**config.mk**
```make
export PLATFORM = sky130hd
export DESIGN_NAME = qpd_ctrl
export DESIGN_NICKNAME = d
export VERILOG_FILES = /design/src/qpd_pkg.sv /design/src/qpd_ctrl.sv
export SDC_FILE = /design/constraint.sdc
export NUM_CORES = 1
export LEC_CHECK = 0
export BUFFER_PORTS_ARGS = -buffer_cell sky130_fd_sc_hd__buf_2
export CELL_PAD_IN_SITES_DETAIL_PLACEMENT = 1
export CELL_PAD_IN_SITES_GLOBAL_PLACEMENT = 1
export CORE_AREA = 3 3 40 42
export CTS_BUF_LIST = sky130_fd_sc_hd__clkbuf_2 sky130_fd_sc_hd__clkbuf_4 sky130_fd_sc_hd__clkbuf_8
export CTS_CLUSTER_DIAMETER = 50
export DETAILED_ROUTE_END_ITERATION = 16
export DIE_AREA = 0 0 43 45
export GPL_TIMING_DRIVEN = 0
export PLACE_DENSITY_LB_ADDON = 0.3
export SLEW_MARGIN = 15
export SYNTH_ARGS = -nofsm -noshare
export SYNTH_HDL_FRONTEND = slang
export SYNTH_SLANG_ARGS = --single-unit
```
**constraint.sdc**
```tcl
create_clock -name clock -period 1.6 [get_ports clock]
set_input_delay 0.32 -clock clock [delete_from_list [all_inputs] [get_ports clock]]
set_output_delay 0.32 -clock clock [all_outputs]
set_load 0.01 [all_outputs]
```
**src/qpd_pkg.sv**
```systemverilog
// Package: shared types and constants for the quantized point dedup block.
`default_nettype none

package qpd_pkg;

   // One longitude period: 360 degrees scaled by 2^21.
   localparam int unsigned LON_W = 30;
   localparam logic [LON_W-1:0] LON_PERIOD = 30'd754974720;

   // Bias of three periods makes any signed 32-bit longitude non-negative.
   localparam int unsigned BIAS_W = 33;
   localparam logic [BIAS_W-1:0] LON_BIAS = 33'd2264924160;

   localparam int unsigned LAT_W   = 32;
   localparam int unsigned KEY_W   = LON_W + LAT_W;
   localparam int unsigned ID_W    = 10;
   localparam int unsigned UCNT_W  = 11;

   // Controller to datapath commands.
   typedef struct packed {
      logic load;
      logic wrap_step;
      logic search_start;
      logic search_step;
      logic commit;
   } qpd_cmd_type;

   // Datapath to controller status.
   typedef struct packed {
      logic wrap_done;
      logic hit;
      logic miss;
   } qpd_status_type;

endpackage

`default_nettype wire

```
**src/qpd_ctrl.sv**
```systemverilog
// Controller: state machine that sequences wrap, table search and response.
`default_nettype none

module qpd_ctrl
   import qpd_pkg::*;
(
   input  wire logic           clock,
   input  wire logic           reset,
   input  wire logic           req_valid,
   output      logic           req_ready,
   output      logic           rsp_valid,
   input  wire logic           rsp_ready,
   output      qpd_cmd_type    cmd,
   input  wire qpd_status_type status
);

   typedef enum logic [3:0] {
      ST_IDLE   = 4'b0001,
      ST_WRAP   = 4'b0010,
      ST_SEARCH = 4'b0100,
      ST_RESP   = 4'b1000
   } state_type;

   state_type state_ff, state_in;

   always_comb begin
      state_in  = state_ff;
      cmd       = '0;
      req_ready = 1'b0;
      rsp_valid = 1'b0;
      case (state_ff)
         ST_IDLE: begin
            req_ready = 1'b1;
            if (req_valid) begin
               cmd.load = 1'b1;
               state_in = ST_WRAP;
            end
         end
         ST_WRAP: begin
            if (status.wrap_done) begin
               cmd.search_start = 1'b1;
               state_in         = ST_SEARCH;
            end else begin
               cmd.wrap_step = 1'b1;
            end
         end
         ST_SEARCH: begin
            if (status.hit || status.miss) begin
               cmd.commit = 1'b1;
               state_in   = ST_RESP;
            end else begin
               cmd.search_step = 1'b1;
            end
         end
         ST_RESP: begin
            rsp_valid = 1'b1;
            if (rsp_ready) begin
               state_in = ST_IDLE;
            end
         end
         default: begin
            state_in = ST_IDLE;
         end
      endcase
   end

   always_ff @(posedge clock) begin
      if (reset) begin
         state_ff <= ST_IDLE;
      end else begin
         state_ff <= state_in;
      end
   end

endmodule

`default_nettype wire

```
==> metrics list <==
- Outcome: finished clean
- R2R depth: 6
- Number of antenna violations at the first check in global routing: 0
- Clock transition at the registers of the reported paths: 0.04 ns
- The filler cells instantiated in the layout total 158.
- Drt pass-1 iters: 4
* Crit path time final: 1.57 ns
- TritonCTS clock tree: done
- The synthesized netlist occupies a cell area of 270 um^2.
- The die is 43 um wide.
* WP data required: 1.28 ns
* Global-route wire length before repair: 1210 um
* Die H: 45 um
- The Yosys step of the flow raised 0 warnings.
- Synthesis produced a netlist with a net count of 39.
- Largest net degree at the start of global routing: 9
* Area added between synthesis and finish: 79.6%
- In this run the number of H-tree levels came out at 1.
- The number of clock buffers added by TritonCTS is 3.
- Largest register FFs: 4
* Count of placed standard cells in the final layout, fillers left out: 69
- I/O pin cnt: 14
- Routed wirelength normalized by instance count: 11.8 um
* Worst slack on hold paths: 0.294 ns
- Of the available clock period, the critical path in the final layout requires 0.979.
- The tool flagged a number of max-cap violations equal to 0.
* Total power divided by cell area: 705 nW/um^2
- The tightest min-delay check is of the in2reg type.
* Vias after detailed routing: 315
- HPWL reported at the end of detailed placement: 579 um
- The count of buffers added on input and output ports is 13.
- In this run the worst path has a maximum fanout of 6.
- The number of different library cells used by synthesis comes to 18.
* Critical Setup Path Class: reg2out
- Of the total power, the share spent switching nets is 0.285.
- The final-report hold violation count was 0.
- VDD sags by at most 275 uV.
- The internal portion of the total power is 0.245 mW.
- CTS Sinks: 4
* Row count: 13
* Core outline area: 1280 um^2
- Clock insertion delay at the later pin of the skew report: 0.24 ns
* Net switching component of the power: 0.0975 mW
- Routability-driven placement finished with a final weighted congestion of 0.667.
* Flop and latch count out of synthesis: 4
- Fmax: 639 MHz
- Synthesis produced a netlist whose cell count is 32.
- Leakage power of the design: 0.238 nW
- The number of antenna diodes in the final layout is 0.
* Final Max Slew Viols: 0
- For this configuration, the core starts out at a cell density of 0.210.
- The largest total area in the synthesized netlist belongs to sky130_fd_sc_hd__dfxtp_1.
- CP Capture Type: primary output
* Sum of overflow across all layers after global routing: 0
* Main area contributors after synthesis: sky130_fd_sc_hd__dfxtp_1 30%, sky130_fd_sc_hd__nor4b_2 17%, sky130_fd_sc_hd__inv_1 8.3%
* Die outline area: 1940 um^2
* Final setup violation count: 0
- Of the total power, the clock network draws 0.372.
* Number of design rule violations left after detail routing: 0
* Setup repair after global routing missed its margin: yes
- At the worst endpoint, the arrival time is 1.25 ns.
* Most flops, register: state_ff
- Of the cells placed in the final design, the portion with a size suffix greater than 1 is 0.574.
- For the final database, setup skew stands at 0.00400 ns.
- Flop pwr share: 0.330
- Leaving out fill and tap cells, the most frequent cells in the layout are 11 x sky130_fd_sc_hd__buf_2, 6 x sky130_fd_sc_hd__inv_1, 6 x sky130_fd_sc_hd__buf_4.
- For this run, the total global-route usage over all layers was measured as 0.0874.
* Via count of the first global-routing pass: 266
* Number of vias per cell: 4.57
- The detailed router finished its first iteration with 3 violations.
- Master cell of the clock root buffer: sky130_fd_sc_hd__clkbuf_4
- The longest clock path from root to sink contains 2 buffers.
- Number of buffers inserted by hold repair at cts: 0
- Most common library cell in the layout ignoring fill and taps: sky130_fd_sc_hd__buf_2
* Layout Utilization: 0.378
- Nets: 63
- Total wire length: 816 um
- STA classifies the critical path startpoint as a flip-flop.
- Leading registers by flop count: state_ff: 4 flops
- The share of total power dissipated in combinational logic is 0.299.
* Post-placement cell count: 60
* Slew at the pin closest to its max-slew limit: 0.260 ns
- Sequential-to-total area share from yosys stat: 0.296
* Worst max-slew margin expressed relative to the limit: 0.826
- Of the post-synthesis cell area, the dominant cell type holds 0.296.
- Number of routed nets with antenna violations: 0
- Number of stages on the worst hold path: 2
* Syn avg cell area: 8.45 um^2
timing repair:
item,in CTS,in global routing
setup endpoints to repair,6,6
endpoints found under the hold margin,0,0
pin swaps,1,4
resized for setup,6,9
setup buffers,2,4
power groups by stage:
stage | Combinational, mW | Sequential [mW] | Clock, mW
6_report | 0.102 | 0.113 | 0.127
5_1_grt | 0.112 | 0.114 | 0.139
4_1_cts | 0.0798 | 0.114 | 0.133
3_5_place_dp | 0.0731 | 0.114 | 0
3_3_place_gp | 0.0717 | 0.114 | 0
2_1_floorplan | 0.0473 | 0.113 | 0
through the flow:
step                area (um^2)  setup TNS (ns)  total power [mW]  setup slack [ns]
CTS                         409         -0.0939             0.328           -0.0515
global route                485          -0.132             0.365           -0.0419
floorplan                   270               0             0.160             0.211
finish                      485               0             0.342            0.0342
detailed placement          354               0             0.188             0.122
global placement            354               0             0.186             0.124
synth_stat cells:
cell,instances
sky130_fd_sc_hd__nor2b_1,1
sky130_fd_sc_hd__nor4b_2,3
sky130_fd_sc_hd__nor2_1,1
sky130_fd_sc_hd__o211ai_1,1
sky130_fd_sc_hd__o31ai_1,1
sky130_fd_sc_hd__buf_2,1
sky130_fd_sc_hd__a221o_1,1
sky130_fd_sc_hd__dfxtp_1,4
sky130_fd_sc_hd__a21oi_1,2
sky130_fd_sc_hd__inv_1,6
sky130_fd_sc_hd__nand2_1,3
sky130_fd_sc_hd__nor4_1,1
sky130_fd_sc_hd__o21ai_0,1
sky130_fd_sc_hd__nand2b_1,2
sky130_fd_sc_hd__o311a_1,1
sky130_fd_sc_hd__a31oi_1,1
sky130_fd_sc_hd__xor2_1,1
sky130_fd_sc_hd__nor3b_2,1
cells by family after synthesis:
logic type                Yosys count  synth area share
AOI/OAI and AO/OA                   8             0.208
DFF                                 4             0.296
xor gates and xnor gates            1            0.0324
and+or+nand+nor                    12             0.361
buffers and inverters               7             0.102
routing by layer:
metal / up-vias / global-route usage / part of all wire
li1: 160 / - / -
met1: 144 / 0.118 / 0.43
met2: 9 / 0.114 / 0.49
met3: 2 / 0.0239 / 0.054
met4: 0 / 0.0723 / 0.021
met5: - / 0 / 0
final cells by class:
| type | instances | area (um^2) | share of cell area |
|---|---|---|---|
| Multi-Input combinational cell | 21 | 196 | 0.405 |
| Clock buffer | 3 | 22.5 | 0.0464 |
| Tap cell | 15 | 18.8 | 0.0387 |
| Buffer | 1 | 11.3 | 0.0232 |
| Timing Repair Buffer | 19 | 123 | 0.253 |
| Inverter | 6 | 22.5 | 0.0464 |
| Sequential cell | 4 | 91.3 | 0.188 |
path summary, 6_finish.rpt:
check	slack (ns)	to	start
worst min-delay path	0.29	state_ff[2]	reset
worst max-delay path	0.03	cmd[0]	state_ff[0]
worst max register to register	0.07	state_ff[0]	state_ff[0]
worst min register to register	0.63	state_ff[3]	state_ff[3]
critical path, stage by stage (launching register included):
cell and delay [ns]:
sky130_fd_sc_hd__dfxtp_1 0.30, sky130_fd_sc_hd__buf_6 0.13, sky130_fd_sc_hd__nor4b_4 0.28, sky130_fd_sc_hd__nor2b_4 0.20, sky130_fd_sc_hd__buf_6 0.11
No activity file was read; power rests on OpenSTA's default activity.
